## config.mk

```make
export PLATFORM = sky130hd
export DESIGN_NAME = rgb_led_ring_pattern_engine_flat
export DESIGN_NICKNAME = d
export VERILOG_FILES = /design/src/rtl/rlpe_pkg.sv /design/src/rtl/rlpe_in_if.sv /design/src/rtl/rlpe_out_if.sv /design/src/rtl/rlpe_led_ram.sv /design/src/rtl/rlpe_setup.sv /design/src/rtl/rlpe_pixel.sv /design/src/rtl/rgb_led_ring_pattern_engine.sv /design/src/flat_wrapper.sv
export VERILOG_INCLUDE_DIRS = /design/src /design/src/rtl
export SDC_FILE = /design/constraint.sdc
export NUM_CORES = 2
export LEC_CHECK = 0
export BUFFER_PORTS_ARGS = -buffer_cell sky130_fd_sc_hd__buf_4
export CAP_MARGIN = 0
export CORE_UTILIZATION = 45
export CTS_CLUSTER_SIZE = 40
export DETAILED_ROUTE_END_ITERATION = 12
export PLACE_DENSITY = 0.61
export SKIP_LAST_GASP = 1
export SYNTH_ARGS = -nofsm -noshare
export SYNTH_HDL_FRONTEND = slang
export SYNTH_SLANG_ARGS = --single-unit
```

## constraint.sdc

```tcl
create_clock -name clk -period 13.8 [get_ports clk]
set_input_delay 3.45 -clock clk [delete_from_list [all_inputs] [get_ports clk]]
set_output_delay 3.45 -clock clk [all_outputs]
set_load 0.005 [all_outputs]
```

## src/rtl/rgb_led_ring_pattern_engine_macros.svh

```systemverilog
// Assertion macros for the LED ring pattern engine.
`ifndef RGB_LED_RING_PATTERN_ENGINE_MACROS_SVH
`define RGB_LED_RING_PATTERN_ENGINE_MACROS_SVH
`ifndef SYNTHESIS
`define RLPE_ASSERT_IMP(lbl, ante, cons) \
  lbl: assert property (@(posedge clk) disable iff (!rst_n) (ante) |-> (cons)) \
    else $error("rlpe: implication check failed");
`define RLPE_ASSERT_NXT(lbl, ante, cons) \
  lbl: assert property (@(posedge clk) disable iff (!rst_n) (ante) |=> (cons)) \
    else $error("rlpe: next-cycle check failed");
`else
`define RLPE_ASSERT_IMP(lbl, ante, cons)
`define RLPE_ASSERT_NXT(lbl, ante, cons)
`endif
`endif

```

## src/rtl/rlpe_pkg.sv

```systemverilog
package rlpe_pkg;

  localparam int LED_COUNT  = 16;
  localparam int LED_IDX_W  = $clog2(LED_COUNT);
  localparam int CHANNELS   = 4;
  localparam int NUM_CH     = 4;
  localparam int LEVEL_W    = 13;
  localparam int HEADING_W  = 11;
  localparam int CFG_IDX_W  = 3;
  localparam int CFG_DATA_W = 8;

  localparam logic [3:0] MODE_STOP      = 4'd0;
  localparam logic [3:0] MODE_CLEAR     = 4'd1;
  localparam logic [3:0] MODE_BATTERY   = 4'd2;
  localparam logic [3:0] MODE_ANGLE     = 4'd3;
  localparam logic [3:0] MODE_FADEANGLE = 4'd4;
  localparam logic [3:0] MODE_GRADIENT  = 4'd5;
  localparam logic [3:0] MODE_ROTATE    = 4'd6;
  localparam logic [3:0] MODE_ERROR     = 4'd7;
  localparam logic [3:0] MODE_EMERGENCY = 4'd8;
  localparam logic [3:0] MODE_BUSY      = 4'd9;

  localparam logic [CFG_IDX_W-1:0] REG_MODE     = 3'd0;
  localparam logic [CFG_IDX_W-1:0] REG_PERIOD   = 3'd1;
  localparam logic [CFG_IDX_W-1:0] REG_BATTERY  = 3'd2;
  localparam logic [CFG_IDX_W-1:0] REG_PALETTE0 = 3'd3;
  localparam logic [CFG_IDX_W-1:0] REG_PALETTE1 = 3'd4;
  localparam logic [CFG_IDX_W-1:0] REG_PALETTE2 = 3'd5;
  localparam logic [CFG_IDX_W-1:0] REG_PALETTE3 = 3'd6;

  localparam logic [2:0] PAL_GREY      = 3'd0;
  localparam logic [2:0] PAL_STOPLIGHT = 3'd1;
  localparam logic [2:0] PAL_BLUERED   = 3'd2;
  localparam logic [2:0] PAL_RED       = 3'd3;
  localparam logic [2:0] PAL_GREEN     = 3'd4;
  localparam logic [2:0] PAL_BLUE      = 3'd5;

  localparam logic [7:0] EMERGENCY_PERIOD = 8'd25;

  typedef struct packed {
    logic [7:0] r;
    logic [7:0] g;
    logic [7:0] b;
  } rgb_t;

  typedef struct packed {
    rgb_t                 col;
    logic                 act;
    logic [LED_IDX_W-1:0] apos;
    logic [LED_IDX_W-1:0] spos;
  } chan_t;

  typedef struct packed {
    logic                 paint;
    logic                 blink_on;
    logic                 blink_off;
    logic                 busy_wrap;
    logic [LED_IDX_W-1:0] busy_idx;
    logic [7:0]           busy_val;
    logic                 grad_new;
  } tick_t;

  function automatic rgb_t map_color(input logic [2:0] pal, input logic [LEVEL_W-1:0] lvl);
    rgb_t               c;
    logic [LEVEL_W-1:0] hi;
    c  = '0;
    hi = lvl - 13'd2048;
    unique case (pal)
      PAL_GREY: begin
        c.r = lvl[11:4];
        c.g = lvl[11:4];
        c.b = lvl[11:4];
      end
      PAL_STOPLIGHT: begin
        if (lvl < 13'd2048) begin
          c.r = lvl[10:3];
          c.g = 8'd255;
        end else begin
          c.r = 8'd255;
          c.g = 8'd255 - hi[10:3];
        end
      end
      PAL_BLUERED: begin
        c.r = lvl[11:4];
        c.b = 8'd255 - lvl[11:4];
      end
      PAL_RED:   c.r = lvl[11:4];
      PAL_GREEN: c.g = lvl[11:4];
      PAL_BLUE:  c.b = lvl[11:4];
      default:   c = '0;
    endcase
    return c;
  endfunction

  function automatic logic [8:0] reduce_deg(input logic [HEADING_W-1:0] h);
    logic [11:0] u;
    u = {h[HEADING_W-1], h} + 12'd1080;
    if (u >= 12'd1440) u = u - 12'd1440;
    if (u >= 12'd720)  u = u - 12'd720;
    if (u >= 12'd360)  u = u - 12'd360;
    return u[8:0];
  endfunction

  function automatic logic [4:0] ring_pos(input logic [8:0] deg);
    logic [8:0]  a;
    logic [13:0] p;
    a = 9'd360 - deg;
    p = 14'(a) * 14'd23 + 14'd253;
    return p[13:9];
  endfunction

  function automatic logic [7:0] sat_acc(input logic [7:0] acc, input logic [7:0] c,
                                         input logic [7:0] w);
    logic [8:0] s;
    s = {1'b0, acc} + {1'b0, c - w};
    if (c <= w) begin
      s = {1'b0, acc};
    end
    return s[8] ? 8'd255 : s[7:0];
  endfunction

  function automatic logic [7:0] ramp(input logic [7:0] a, input logic [7:0] b,
                                      input logic [2:0] j);
    logic [8:0]         dp;
    logic signed [6:0]  s;
    logic signed [3:0]  js;
    logic signed [10:0] pr;
    dp = {1'b0, b} - {1'b0, a} + 9'd256;
    s  = signed'({1'b0, dp[8:3]}) - 7'sd32;
    js = signed'({1'b0, j});
    pr = s * js;
    return a + pr[7:0];
  endfunction

endpackage

```

## src/rtl/rlpe_in_if.sv

```systemverilog
interface rlpe_in_if;
  logic                                 valid;
  logic                                 ready;
  logic [rlpe_pkg::LEVEL_W-1:0]         level0;
  logic [rlpe_pkg::LEVEL_W-1:0]         level1;
  logic [rlpe_pkg::LEVEL_W-1:0]         level2;
  logic [rlpe_pkg::LEVEL_W-1:0]         level3;
  logic signed [rlpe_pkg::HEADING_W-1:0] heading0;
  logic signed [rlpe_pkg::HEADING_W-1:0] heading1;
  logic signed [rlpe_pkg::HEADING_W-1:0] heading2;
  logic signed [rlpe_pkg::HEADING_W-1:0] heading3;

  modport source (output valid, level0, level1, level2, level3,
                  heading0, heading1, heading2, heading3, input ready);
  modport sink (input valid, level0, level1, level2, level3,
                heading0, heading1, heading2, heading3, output ready);
endinterface

```

## src/rtl/rlpe_out_if.sv

```systemverilog
interface rlpe_out_if;
  logic                           valid;
  logic                           ready;
  logic [rlpe_pkg::LED_IDX_W-1:0] led_index;
  logic [7:0]                     red;
  logic [7:0]                     green;
  logic [7:0]                     blue;
  logic                           last_led;

  modport source (output valid, led_index, red, green, blue, last_led, input ready);
  modport sink (input valid, led_index, red, green, blue, last_led, output ready);
endinterface

```

## src/rtl/rlpe_led_ram.sv

```systemverilog
module rlpe_led_ram (
  input  logic                           clk,
  input  logic                           rst_n,
  input  logic                           clear,
  input  logic                           rd_en,
  input  logic [rlpe_pkg::LED_IDX_W-1:0] rd_addr,
  output rlpe_pkg::rgb_t                 rd_data,
  input  logic                           wr_en,
  input  logic [rlpe_pkg::LED_IDX_W-1:0] wr_addr,
  input  rlpe_pkg::rgb_t                 wr_data
);

  rlpe_pkg::rgb_t                   mem [rlpe_pkg::LED_COUNT];
  logic [rlpe_pkg::LED_COUNT-1:0]   vld_r;
  rlpe_pkg::rgb_t                   rd_data_r;

  // An entry that has not been written since the last clear reads as black.
  always_ff @(posedge clk) begin
    if (!rst_n || clear) begin
      vld_r <= '0;
    end else if (wr_en) begin
      vld_r[wr_addr] <= 1'b1;
    end
  end

  always_ff @(posedge clk) begin
    if (wr_en) begin
      mem[wr_addr] <= wr_data;
    end
  end

  always_ff @(posedge clk) begin
    if (rd_en) begin
      rd_data_r <= vld_r[rd_addr] ? mem[rd_addr] : '0;
    end
  end

  assign rd_data = rd_data_r;

endmodule

```

## src/rtl/rlpe_setup.sv

```systemverilog
module rlpe_setup (
  input  logic [rlpe_pkg::NUM_CH-1:0][rlpe_pkg::LEVEL_W-1:0]   lvl,
  input  logic [rlpe_pkg::NUM_CH-1:0][rlpe_pkg::HEADING_W-1:0] hd,
  input  logic [rlpe_pkg::NUM_CH-1:0][2:0]                     pal,
  output rlpe_pkg::chan_t [rlpe_pkg::NUM_CH-1:0]               chan
);

  logic [rlpe_pkg::NUM_CH-1:0][4:0] rp;

  always_comb begin
    for (int c = 0; c < rlpe_pkg::NUM_CH; c++) begin
      rp[c]        = rlpe_pkg::ring_pos(rlpe_pkg::reduce_deg(hd[c]));
      chan[c].col  = rlpe_pkg::map_color(pal[c], lvl[c]);
      chan[c].act  = ~lvl[c][rlpe_pkg::LEVEL_W-1];
      chan[c].apos = rp[c][4] ? '0 : rp[c][3:0];
      chan[c].spos = rp[c][3:0] + 4'd13;
    end
  end

endmodule

```

## src/rtl/rlpe_pixel.sv

```systemverilog
module rlpe_pixel (
  input  logic [3:0]                             mode,
  input  logic [6:0]                             battery,
  input  rlpe_pkg::tick_t                        tick,
  input  rlpe_pkg::chan_t [rlpe_pkg::NUM_CH-1:0] chan,
  input  logic [rlpe_pkg::LED_IDX_W-1:0]         oidx,
  input  rlpe_pkg::rgb_t                         old,
  output rlpe_pkg::rgb_t                         nxt
);

  logic [12:0]                    bprod;
  logic [3:0]                     btop;
  logic [6:0]                     blen;
  logic [7:0]                     btwo;
  logic [rlpe_pkg::LED_IDX_W-1:0] k;
  logic [1:0]                     wdist;
  logic [7:0]                     w;
  logic [rlpe_pkg::LED_IDX_W-1:0] mir;
  logic [2:0]                     jj;
  rlpe_pkg::rgb_t                 c1;
  rlpe_pkg::rgb_t                 c2;

  always_comb begin
    bprod = 13'(battery) * 13'd41;
    btop  = (bprod[12:8] > 5'd15) ? 4'd15 : bprod[11:8];
    blen  = (battery > 7'd10) ? battery - 7'd10 : battery;
    btwo  = {blen, 1'b0};
    mir   = 4'd0 - oidx;
    jj    = oidx[3] ? mir[2:0] : oidx[2:0];
    c1    = chan[0].col;
    c2    = chan[1].col;
    k     = '0;
    wdist = '0;
    w     = '0;
    nxt   = old;
    unique case (mode)
      rlpe_pkg::MODE_CLEAR: nxt = '0;
      rlpe_pkg::MODE_BATTERY: begin
        nxt = '0;
        if (oidx <= btop) begin
          nxt.r = 8'd255 - btwo;
          nxt.g = btwo;
        end
      end
      rlpe_pkg::MODE_ANGLE: begin
        nxt = '0;
        for (int c = 0; c < rlpe_pkg::CHANNELS; c++) begin
          if (chan[c].act && (chan[c].apos == oidx)) begin
            nxt = chan[c].col;
          end
        end
      end
      rlpe_pkg::MODE_FADEANGLE: begin
        nxt = '0;
        for (int c = 0; c < rlpe_pkg::CHANNELS; c++) begin
          k     = oidx - chan[c].spos;
          wdist = (k >= 4'd3) ? 2'(k - 4'd3) : 2'(4'd3 - k);
          w     = {wdist, 6'b0};
          if (chan[c].act && (k < 4'd7)) begin
            nxt.r = rlpe_pkg::sat_acc(nxt.r, chan[c].col.r, w);
            nxt.g = rlpe_pkg::sat_acc(nxt.g, chan[c].col.g, w);
            nxt.b = rlpe_pkg::sat_acc(nxt.b, chan[c].col.b, w);
          end
        end
      end
      rlpe_pkg::MODE_GRADIENT: begin
        if (tick.grad_new) begin
          if (oidx == 4'd8) begin
            nxt = c2;
          end else begin
            nxt.r = rlpe_pkg::ramp(c1.r, c2.r, jj);
            nxt.g = rlpe_pkg::ramp(c1.g, c2.g, jj);
            nxt.b = rlpe_pkg::ramp(c1.b, c2.b, jj);
          end
        end
      end
      rlpe_pkg::MODE_ERROR: begin
        if (tick.blink_on) begin
          nxt.r = 8'd255;
          nxt.g = 8'd128;
        end
        if (tick.blink_off) begin
          nxt.g = 8'd0;
        end
      end
      rlpe_pkg::MODE_EMERGENCY: begin
        if (tick.paint) begin
          if (oidx[0]) begin
            nxt.b = 8'd255;
          end else begin
            nxt.r = 8'd255;
          end
        end
      end
      rlpe_pkg::MODE_BUSY: begin
        if (tick.busy_wrap) begin
          nxt = '0;
        end else if (oidx == tick.busy_idx) begin
          nxt.g = tick.busy_val;
        end
      end
      default: nxt = old;
    endcase
  end

endmodule

```

## src/rtl/rgb_led_ring_pattern_engine.sv

```systemverilog
// RGB LED ring pattern engine.
// The input channel takes one word per frame tick: four levels and four
// headings. For each tick the block updates its ring of 16 colours according
// to the mode register and sends 16 result words on the output channel, LED 0
// first, with last_led set on LED 15. The configuration port writes one
// register per cycle; the user must only use it while no tick is in progress,
// as the block itself does not enforce this. For each tick the block first
// latches the word, then maps levels and angles, then walks the LEDs in turn;
// each colour is read from the LED store, modified and written back.
// The next word is accepted once the last LED has been written. Rotation
// moves a base pointer rather than the data. While the receiver holds ready
// low the walk pauses with the next colour waiting; nothing is lost or
// repeated. Reset, and any write to the mode register, blanks all LEDs and
// clears the tick counters.
`include "rgb_led_ring_pattern_engine_macros.svh"

module rgb_led_ring_pattern_engine (
  input  logic                            clk,
  input  logic                            rst_n,
  rlpe_in_if.sink                         in_chan,
  rlpe_out_if.source                      out_chan,
  input  logic                            cfg_we,
  input  logic [rlpe_pkg::CFG_IDX_W-1:0]  cfg_index,
  input  logic [rlpe_pkg::CFG_DATA_W-1:0] cfg_wdata
);

  typedef enum logic [3:0] {
    ST_IDLE  = 4'b0001,
    ST_SETUP = 4'b0010,
    ST_READ  = 4'b0100,
    ST_CALC  = 4'b1000
  } st_t;

  st_t                                               st_r;
  st_t                                               st_nxt;
  logic [3:0]                                        mode_r;
  logic [7:0]                                        period_r;
  logic [6:0]                                        bat_r;
  logic [rlpe_pkg::NUM_CH-1:0][2:0]                  pal_r;
  logic [7:0]                                        phase_r;
  logic [7:0]                                        phase_nxt;
  logic [7:0]                                        rot_r;
  logic [7:0]                                        rot_nxt;
  logic [rlpe_pkg::LEVEL_W-1:0]                      prev_a_r;
  logic [rlpe_pkg::LEVEL_W-1:0]                      prev_b_r;
  logic [rlpe_pkg::LED_IDX_W-1:0]                    base_r;
  logic [rlpe_pkg::LED_IDX_W-1:0]                    delta_r;
  logic [rlpe_pkg::LED_IDX_W-1:0]                    delta_nxt;
  rlpe_pkg::tick_t                                   tick_r;
  rlpe_pkg::tick_t                                   tick_nxt;
  logic [rlpe_pkg::NUM_CH-1:0][rlpe_pkg::LEVEL_W-1:0]   lvl_r;
  logic [rlpe_pkg::NUM_CH-1:0][rlpe_pkg::HEADING_W-1:0] hd_r;
  rlpe_pkg::chan_t [rlpe_pkg::NUM_CH-1:0]            chan_r;
  rlpe_pkg::chan_t [rlpe_pkg::NUM_CH-1:0]            chan_nxt;
  logic [rlpe_pkg::LED_IDX_W-1:0]                    led_r;
  logic                                              out_valid_r;
  logic [rlpe_pkg::LED_IDX_W-1:0]                    out_idx_r;
  rlpe_pkg::rgb_t                                    out_col_r;
  logic                                              out_last_r;

  logic                                              in_fire;
  logic                                              adv;
  logic                                              mode_wr;
  logic                                              do_shift;
  logic [7:0]                                        per;
  logic [7:0]                                        mag;
  logic [7:0]                                        rot_inc;
  logic [7:0]                                        ph1;
  logic [7:0]                                        ph_sat;
  logic                                              grad_new;
  logic [rlpe_pkg::LED_IDX_W-1:0]                    phys;
  logic [rlpe_pkg::LED_IDX_W-1:0]                    oidx;
  rlpe_pkg::rgb_t                                    rd_data;
  rlpe_pkg::rgb_t                                    new_col;

  assign in_chan.ready = (st_r == ST_IDLE);
  assign in_fire       = in_chan.valid && in_chan.ready;
  assign adv           = (st_r == ST_CALC) && (!out_valid_r || out_chan.ready);
  assign mode_wr       = cfg_we && (cfg_index == rlpe_pkg::REG_MODE);
  assign phys          = led_r + base_r;
  assign oidx          = led_r + delta_r;

  assign out_chan.valid     = out_valid_r;
  assign out_chan.led_index = out_idx_r;
  assign out_chan.red       = out_col_r.r;
  assign out_chan.green     = out_col_r.g;
  assign out_chan.blue      = out_col_r.b;
  assign out_chan.last_led  = out_last_r;

  // Per-tick decisions, taken from the counters as they stand at acceptance.
  always_comb begin
    per       = (mode_r == rlpe_pkg::MODE_EMERGENCY) ? rlpe_pkg::EMERGENCY_PERIOD : period_r;
    mag       = per[7] ? 8'd0 - per : per;
    do_shift  = (mode_r == rlpe_pkg::MODE_ROTATE) || (mode_r == rlpe_pkg::MODE_EMERGENCY);
    rot_inc   = (rot_r == 8'd255) ? rot_r : rot_r + 8'd1;
    ph1       = phase_r + 8'd1;
    ph_sat    = (phase_r == 8'd255) ? phase_r : ph1;
    grad_new  = (in_chan.level0 != prev_a_r) || (in_chan.level1 != prev_b_r);
    phase_nxt = phase_r;
    rot_nxt   = rot_r;
    delta_nxt = '0;
    tick_nxt  = '0;
    tick_nxt.busy_idx = ph1[6:3];
    tick_nxt.busy_val = ph1 + 8'd80;
    tick_nxt.busy_wrap = ph1[7];
    if (do_shift) begin
      rot_nxt = rot_inc;
      if ((per != 8'd0) && (rot_inc >= mag)) begin
        rot_nxt   = '0;
        delta_nxt = per[7] ? 4'hF : 4'h1;
      end
    end
    unique case (mode_r)
      rlpe_pkg::MODE_ERROR: begin
        tick_nxt.blink_on  = (ph1 == 8'd1);
        tick_nxt.blink_off = (ph1 == 8'd15);
        phase_nxt          = (ph1 == 8'd30) ? 8'd0 : ph1;
      end
      rlpe_pkg::MODE_EMERGENCY: begin
        tick_nxt.paint = (ph_sat == 8'd1);
        phase_nxt      = ph_sat;
      end
      rlpe_pkg::MODE_BUSY: begin
        phase_nxt = ph1[7] ? 8'd0 : ph1;
      end
      rlpe_pkg::MODE_GRADIENT: begin
        tick_nxt.grad_new = grad_new;
      end
      default: phase_nxt = phase_r;
    endcase
  end

  always_ff @(posedge clk) begin
    if (!rst_n) begin
      mode_r   <= rlpe_pkg::MODE_STOP;
      period_r <= '0;
      bat_r    <= '0;
      pal_r    <= '0;
      phase_r  <= '0;
      rot_r    <= '0;
      prev_a_r <= '0;
      prev_b_r <= '0;
      base_r   <= '0;
      delta_r  <= '0;
    end else if (cfg_we) begin
      case (cfg_index)
        rlpe_pkg::REG_MODE: begin
          mode_r  <= cfg_wdata[3:0];
          phase_r <= '0;
          rot_r   <= '0;
        end
        rlpe_pkg::REG_PERIOD:   period_r <= cfg_wdata;
        rlpe_pkg::REG_BATTERY:  bat_r    <= cfg_wdata[6:0];
        rlpe_pkg::REG_PALETTE0: pal_r[0] <= cfg_wdata[2:0];
        rlpe_pkg::REG_PALETTE1: pal_r[1] <= cfg_wdata[2:0];
        rlpe_pkg::REG_PALETTE2: pal_r[2] <= cfg_wdata[2:0];
        rlpe_pkg::REG_PALETTE3: pal_r[3] <= cfg_wdata[2:0];
        default: mode_r <= mode_r;
      endcase
    end else if (in_fire) begin
      phase_r <= phase_nxt;
      rot_r   <= rot_nxt;
      delta_r <= delta_nxt;
      base_r  <= base_r + delta_nxt;
      if (tick_nxt.grad_new) begin
        prev_a_r <= in_chan.level0;
        prev_b_r <= in_chan.level1;
      end
    end
  end

  always_ff @(posedge clk) begin
    if (in_fire) begin
      tick_r <= tick_nxt;
      lvl_r  <= {in_chan.level3, in_chan.level2, in_chan.level1, in_chan.level0};
      hd_r   <= {in_chan.heading3, in_chan.heading2, in_chan.heading1, in_chan.heading0};
    end
    if (st_r == ST_SETUP) begin
      chan_r <= chan_nxt;
    end
  end

  always_comb begin
    st_nxt = st_r;
    unique case (st_r)
      ST_IDLE:  st_nxt = in_fire ? ST_SETUP : ST_IDLE;
      ST_SETUP: st_nxt = ST_READ;
      ST_READ:  st_nxt = ST_CALC;
      ST_CALC: begin
        if (adv) begin
          st_nxt = (led_r == 4'(rlpe_pkg::LED_COUNT - 1)) ? ST_IDLE : ST_READ;
        end
      end
      default: st_nxt = ST_IDLE;
    endcase
  end

  always_ff @(posedge clk) begin
    if (!rst_n) begin
      st_r        <= ST_IDLE;
      led_r       <= '0;
      out_valid_r <= 1'b0;
    end else begin
      st_r <= st_nxt;
      if (st_r == ST_SETUP) begin
        led_r <= '0;
      end else if (adv) begin
        led_r <= led_r + 4'd1;
      end
      if (adv) begin
        out_valid_r <= 1'b1;
      end else if (out_chan.ready) begin
        out_valid_r <= 1'b0;
      end
    end
  end

  always_ff @(posedge clk) begin
    if (adv) begin
      out_idx_r  <= led_r;
      out_col_r  <= new_col;
      out_last_r <= (led_r == 4'(rlpe_pkg::LED_COUNT - 1));
    end
  end

  rlpe_led_ram u_ram (
    .clk     (clk),
    .rst_n   (rst_n),
    .clear   (mode_wr),
    .rd_en   (st_r == ST_READ),
    .rd_addr (phys),
    .rd_data (rd_data),
    .wr_en   (adv),
    .wr_addr (phys),
    .wr_data (new_col)
  );

  rlpe_setup u_setup (
    .lvl  (lvl_r),
    .hd   (hd_r),
    .pal  (pal_r),
    .chan (chan_nxt)
  );

  rlpe_pixel u_pixel (
    .mode    (mode_r),
    .battery (bat_r),
    .tick    (tick_r),
    .chan    (chan_r),
    .oidx    (oidx),
    .old     (rd_data),
    .nxt     (new_col)
  );

  `RLPE_ASSERT_NXT(a_fire_setup, in_fire, st_r == ST_SETUP)
  `RLPE_ASSERT_NXT(a_setup_read, st_r == ST_SETUP, (st_r == ST_READ) && (led_r == 4'd0))
  `RLPE_ASSERT_NXT(a_last_word, adv && (led_r == 4'd15), out_valid_r && out_last_r && (st_r == ST_IDLE))
  `RLPE_ASSERT_NXT(a_mode_clr, mode_wr, (phase_r == 8'd0) && (rot_r == 8'd0))
  `RLPE_ASSERT_IMP(a_idle_only, in_fire, !out_valid_r || out_last_r)

endmodule
```

## src/flat_wrapper.sv

```systemverilog
// flat-port wrapper written by rule: the top's interface ports become plain ports
module rgb_led_ring_pattern_engine_flat 
  (clk, rst_n, cfg_we, cfg_index, cfg_wdata, in_chan_valid, in_chan_level0, in_chan_level1, in_chan_level2, in_chan_level3, in_chan_heading0, in_chan_heading1, in_chan_heading2, in_chan_heading3, in_chan_ready, out_chan_valid, out_chan_led_index, out_chan_red, out_chan_green, out_chan_blue, out_chan_last_led, out_chan_ready);
  rlpe_in_if in_chan_i ();
  rlpe_out_if out_chan_i ();
  input  logic clk;
  input  logic rst_n;
  input  logic cfg_we;
  input  logic [rlpe_pkg::CFG_IDX_W-1:0] cfg_index;
  input  logic [rlpe_pkg::CFG_DATA_W-1:0] cfg_wdata;
  input wire logic [$bits(in_chan_i.valid)-1:0] in_chan_valid;
  input wire logic [$bits(in_chan_i.level0)-1:0] in_chan_level0;
  input wire logic [$bits(in_chan_i.level1)-1:0] in_chan_level1;
  input wire logic [$bits(in_chan_i.level2)-1:0] in_chan_level2;
  input wire logic [$bits(in_chan_i.level3)-1:0] in_chan_level3;
  input wire logic [$bits(in_chan_i.heading0)-1:0] in_chan_heading0;
  input wire logic [$bits(in_chan_i.heading1)-1:0] in_chan_heading1;
  input wire logic [$bits(in_chan_i.heading2)-1:0] in_chan_heading2;
  input wire logic [$bits(in_chan_i.heading3)-1:0] in_chan_heading3;
  output wire logic [$bits(in_chan_i.ready)-1:0] in_chan_ready;
  output wire logic [$bits(out_chan_i.valid)-1:0] out_chan_valid;
  output wire logic [$bits(out_chan_i.led_index)-1:0] out_chan_led_index;
  output wire logic [$bits(out_chan_i.red)-1:0] out_chan_red;
  output wire logic [$bits(out_chan_i.green)-1:0] out_chan_green;
  output wire logic [$bits(out_chan_i.blue)-1:0] out_chan_blue;
  output wire logic [$bits(out_chan_i.last_led)-1:0] out_chan_last_led;
  input wire logic [$bits(out_chan_i.ready)-1:0] out_chan_ready;
  assign in_chan_i.valid = in_chan_valid;
  assign in_chan_i.level0 = in_chan_level0;
  assign in_chan_i.level1 = in_chan_level1;
  assign in_chan_i.level2 = in_chan_level2;
  assign in_chan_i.level3 = in_chan_level3;
  assign in_chan_i.heading0 = in_chan_heading0;
  assign in_chan_i.heading1 = in_chan_heading1;
  assign in_chan_i.heading2 = in_chan_heading2;
  assign in_chan_i.heading3 = in_chan_heading3;
  assign in_chan_ready = in_chan_i.ready;
  assign out_chan_valid = out_chan_i.valid;
  assign out_chan_led_index = out_chan_i.led_index;
  assign out_chan_red = out_chan_i.red;
  assign out_chan_green = out_chan_i.green;
  assign out_chan_blue = out_chan_i.blue;
  assign out_chan_last_led = out_chan_i.last_led;
  assign out_chan_i.ready = out_chan_ready;
  rgb_led_ring_pattern_engine u_core (.clk(clk), .rst_n(rst_n), .in_chan(in_chan_i), .out_chan(out_chan_i), .cfg_we(cfg_we), .cfg_index(cfg_index), .cfg_wdata(cfg_wdata));
endmodule
```

==> key figures <==
Detailed routing
  • Initial DRC count: 2461
  • Routed wire length: 129.1 mm
  • DR WL/cell: 21.32 µm
  • Final ANT Viol Nets: 0
  • First-pass iteration count of the detailed router: 6
  • DRC viols: 0
  • Vias per inst: 5.655
  • DR vias: roughly 34000

GRT
  • GRT Resource Usage Total: 22.96%
  • Number of global-route vias before repair: 33910
  • Largest net degree at the start of global routing: 71
  • First-pass GRT wire length: between 150 and 200 mm
  • Initial antenna violation count: 0
  • Grt total ovfl: 0

Layout
  • Filler instances: between 9000 and 10000
  • Final #Nets: between 5000 and 6000
  • Commonest non-fill, non-tap cell in the layout: edfxtp_1
  • Layout cell share with drive strength beyond 1: 12.21%
  • Most frequent cells in the layout: edfxtp_1, inv_1, ha_1, nor2_1, a21oi_1
  • Finished Core Util: 50.89%
  • Register area: 22170 µm²
  • Area of the multi-input gates: ~26000 µm²
  • Synth-to-layout area growth: 11.55%

Timing
  • Final min period: 12830 ps
  • Worst Slack Setup Final: ~970 ps
  • Maximum clock frequency: between 70 and 80 MHz
  • Slew headroom: 9.132%
  • Final period util: ~93%
  • Setup violators final: 0
  • Slew Limit Fails: 0
  • Setup_tns: 0 ps
  • Final setup skew: 36.41 ps
  • Slew at the pin closest to its max-slew limit: 1363 ps
  • Final hold vios: 0
  • Unrepaired setup endpoints after global routing: false

Synthesis
  • #FFs+latches synth: 773
  • Synth Net Count: 4970
  • Post-Synth Adder-Cell Area: 13.79%
  • Post-synthesis mux area share: 8.504%
  • Post-synthesis simple-gate area fraction: 10.54%
  • XOR/XNOR Fraction of Synth Area: 5.974%
  • Syn Area/Cell: 11.38 µm²
  • Largest family of logic cells by synthesized area: adder cells
  • Post-synth cell types: 102
  • Synth warn: 0
  • EDFF count, synth: roughly 670
  • Async SR Flop Fraction: 0%
  • Sequential share of the synthesized area: 44.46%
  • Mapped Area: 49860 µm²
  • Synthesized netlist cell count: between 4000 and 5000
  • Compound-Gate Fraction of Synth Area: ~13%
  • Top FF cell, synth: edfxtp_1

Run
  • Max-cap violation count: 0

Setup path
  • Reg-to-reg endpoint: u_core.u_ram.mem[2][7]$_DFFE_PP_
  • RR Startpoint: u_core.led_r[0]$_SDFFE_PP0P_
  • CP bufs+invs: 5
  • Critical path launch point type: flop
  • Critical Path Start: u_core.led_r[0]$_SDFFE_PP0P_
  • Kind of critical path: reg2reg
  • Arrival time at the worst endpoint: 13120 ps
  • Critical Path Sink: u_core.u_ram.mem[2][7]$_DFFE_PP_
  • Slowest stage delay, CP: 1120 ps
  • Crit end category: flop
  • Worst Path Required: between 10000 and 15000 ps
  • Crit-path leading delay family: compound AO/OA/AOI/OAI gates
  • CP Depth: 51
  • Most frequent CP cell: a21oi_1
  • CP Max Fanout: 17
  • Reg-to-reg setup timing slack: 970 ps
  • Worst reg2reg path depth: between 50 and 60
  • Slowest stage cell, crit path: fa_1

Min path
  • Worst hold path class: reg2reg

Floorplanning
  • Row cnt: 121
  • I/O Pins: roughly 140
  • Die area: 112100 µm²
  • Initial Util: between 40% and 50%
  • Die width: 334.9 µm
  • Die Y: 334.9 µm
  • Core area: 109300 µm²

Placement
  • DP Worst Slack: about 1100 ps
  • Placed wire-length estimate: 92.19 mm
  • Buffers on Ports: 136
  • Final GP Congestion: 0.9155

Clock tree
  • CTS buffer count: 84
  • Post-CTS Resized: 0
  • CTS max path bufs: 3
  • Post-CTS Setup Inserts: 0
  • CTS clock-pin slew for the worst setup and hold paths: 60 ps
  • CTS Hold Bufs: 0
  • Clk sinks: 773
  • CTS tree: built
  • H-tree depth: 3
  • Clock Tree Root: clkbuf_16
  • Worst-Skew Late Latency: 680 ps

Run status
  • Status: completed
==> flip-flops by register name, summed over array words and instances (netlist names), 12 cells and up <==
name,count
u_core.u_ram.rd_data,24
u_core.lvl_r,40
u_core.prev_a_r,13
u_core.u_ram.vld_r,16
u_core.u_ram.mem,384
u_core.pal_r,12
u_core.hd_r,44
u_core.chan_r,132
u_core.tick_r,16
u_core.prev_b_r,13
==> worst min path at each step <==
stage	startpoint	to	slack [ps]	cells after the start
6_report	u_core.u_ram.vld_r[10]$_SDFFE_PP0P_	u_core.u_ram.vld_r[10]$_SDFFE_PP0P_	470	1
5_1_grt	u_core.u_ram.vld_r[9]$_SDFFE_PP0P_	u_core.u_ram.vld_r[9]$_SDFFE_PP0P_	480	1
4_1_cts	u_core.u_ram.vld_r[10]$_SDFFE_PP0P_	u_core.u_ram.vld_r[10]$_SDFFE_PP0P_	470	1
3_5_place_dp	u_core.u_ram.vld_r[10]$_SDFFE_PP0P_	u_core.u_ram.vld_r[10]$_SDFFE_PP0P_	450	1
3_3_place_gp	u_core.u_ram.vld_r[5]$_SDFFE_PP0P_	u_core.u_ram.vld_r[5]$_SDFFE_PP0P_	440	1
2_1_floorplan	u_core.u_ram.vld_r[10]$_SDFFE_PP0P_	u_core.u_ram.vld_r[10]$_SDFFE_PP0P_	440	1
==> logic make-up after synthesis <==
kind of cell	count (synthesis)
AO/OA/AOI/OAI	928
XOR/XNOR	336
buffers and inverters	540
flip-flops	773
adder cells (fa/ha/maj)	478
AND/OR/NAND/NOR	1061
multiplexers	264
==> per-stage QoR <==
stage	cells	hold slack [ps]	instance area, µm²
6_report	6054	468.7	55630
5_1_grt	6053	484.4	55620
4_1_cts	6052	466.1	55620
3_5_place_dp	5894	451.9	52780
3_3_place_gp	5894	443.6	52780
2_1_floorplan	4380	435.4	49870
==> worst reg2reg max path: cells and delay by family (launching register included) <==
family / cells / cell delay [ps]
AOI/OAI and AO/OA: 23 / 5680
xor gates and xnor gates: 1 / 140
adders and majority gates: 9 / 3640
buffers and inverters: 5 / 700
DFF: 1 / 420
and+or+nand+nor: 13 / 1890
==> routing by layer <==
layer  routed length [µm]  GRT usage (%)
met1                57160          30.78
met2                61990          38.82
met3                 5777          2.510
met4                 4142          7.510
met5                    0              0
==> cell type report <==
class                      instances  share of cell area [%]
clock buffer                      94                   3.939
antenna                            1                0.004499
clock inverter                    64                   1.167
tap                             1476                   3.320
sequential                       773                   39.86
timing repair buffer             192                   2.591
multi-input combinational       3067                   46.50
inverter                         387                   2.616
==> synth_stat cells, types with 17 or more instances <==
master	n	share of area [%]
edfxtp_1	669	40
inv_1	383	2.9
ha_1	359	9.0
nor2_1	339	2.6
a21oi_1	247	2.5
xnor2_1	222	3.9
nand2_1	204	1.5
o21ai_0	141	1.4
nor2b_1	140	1.8
mux4_2	126	5.7
clkbuf_1	125	0.94
mux2i_1	121	2.4
fa_1	119	4.8
xor2_1	110	1.9
dfxtp_1	104	4.2
nor3_1	71	0.71
a21o_1	70	1.1
nand3_1	57	0.57
and2_1	43	0.54
o21a_1	42	0.63
o21bai_1	39	0.59
a22o_1	38	0.67
nand2b_1	38	0.48
a22oi_1	37	0.56
o211ai_1	35	0.53
o221ai_1	35	0.61
o22ai_1	35	0.44
o22a_1	27	0.47
nor4_1	26	0.33
or3_1	22	0.28
a211oi_1	19	0.29
and3_1	19	0.24
a31oi_1	17	0.21
nand4_1	17	0.21
Power is not shown: default switching activity piles up to over one toggle a cycle in this logic, so the estimate is an artifact.
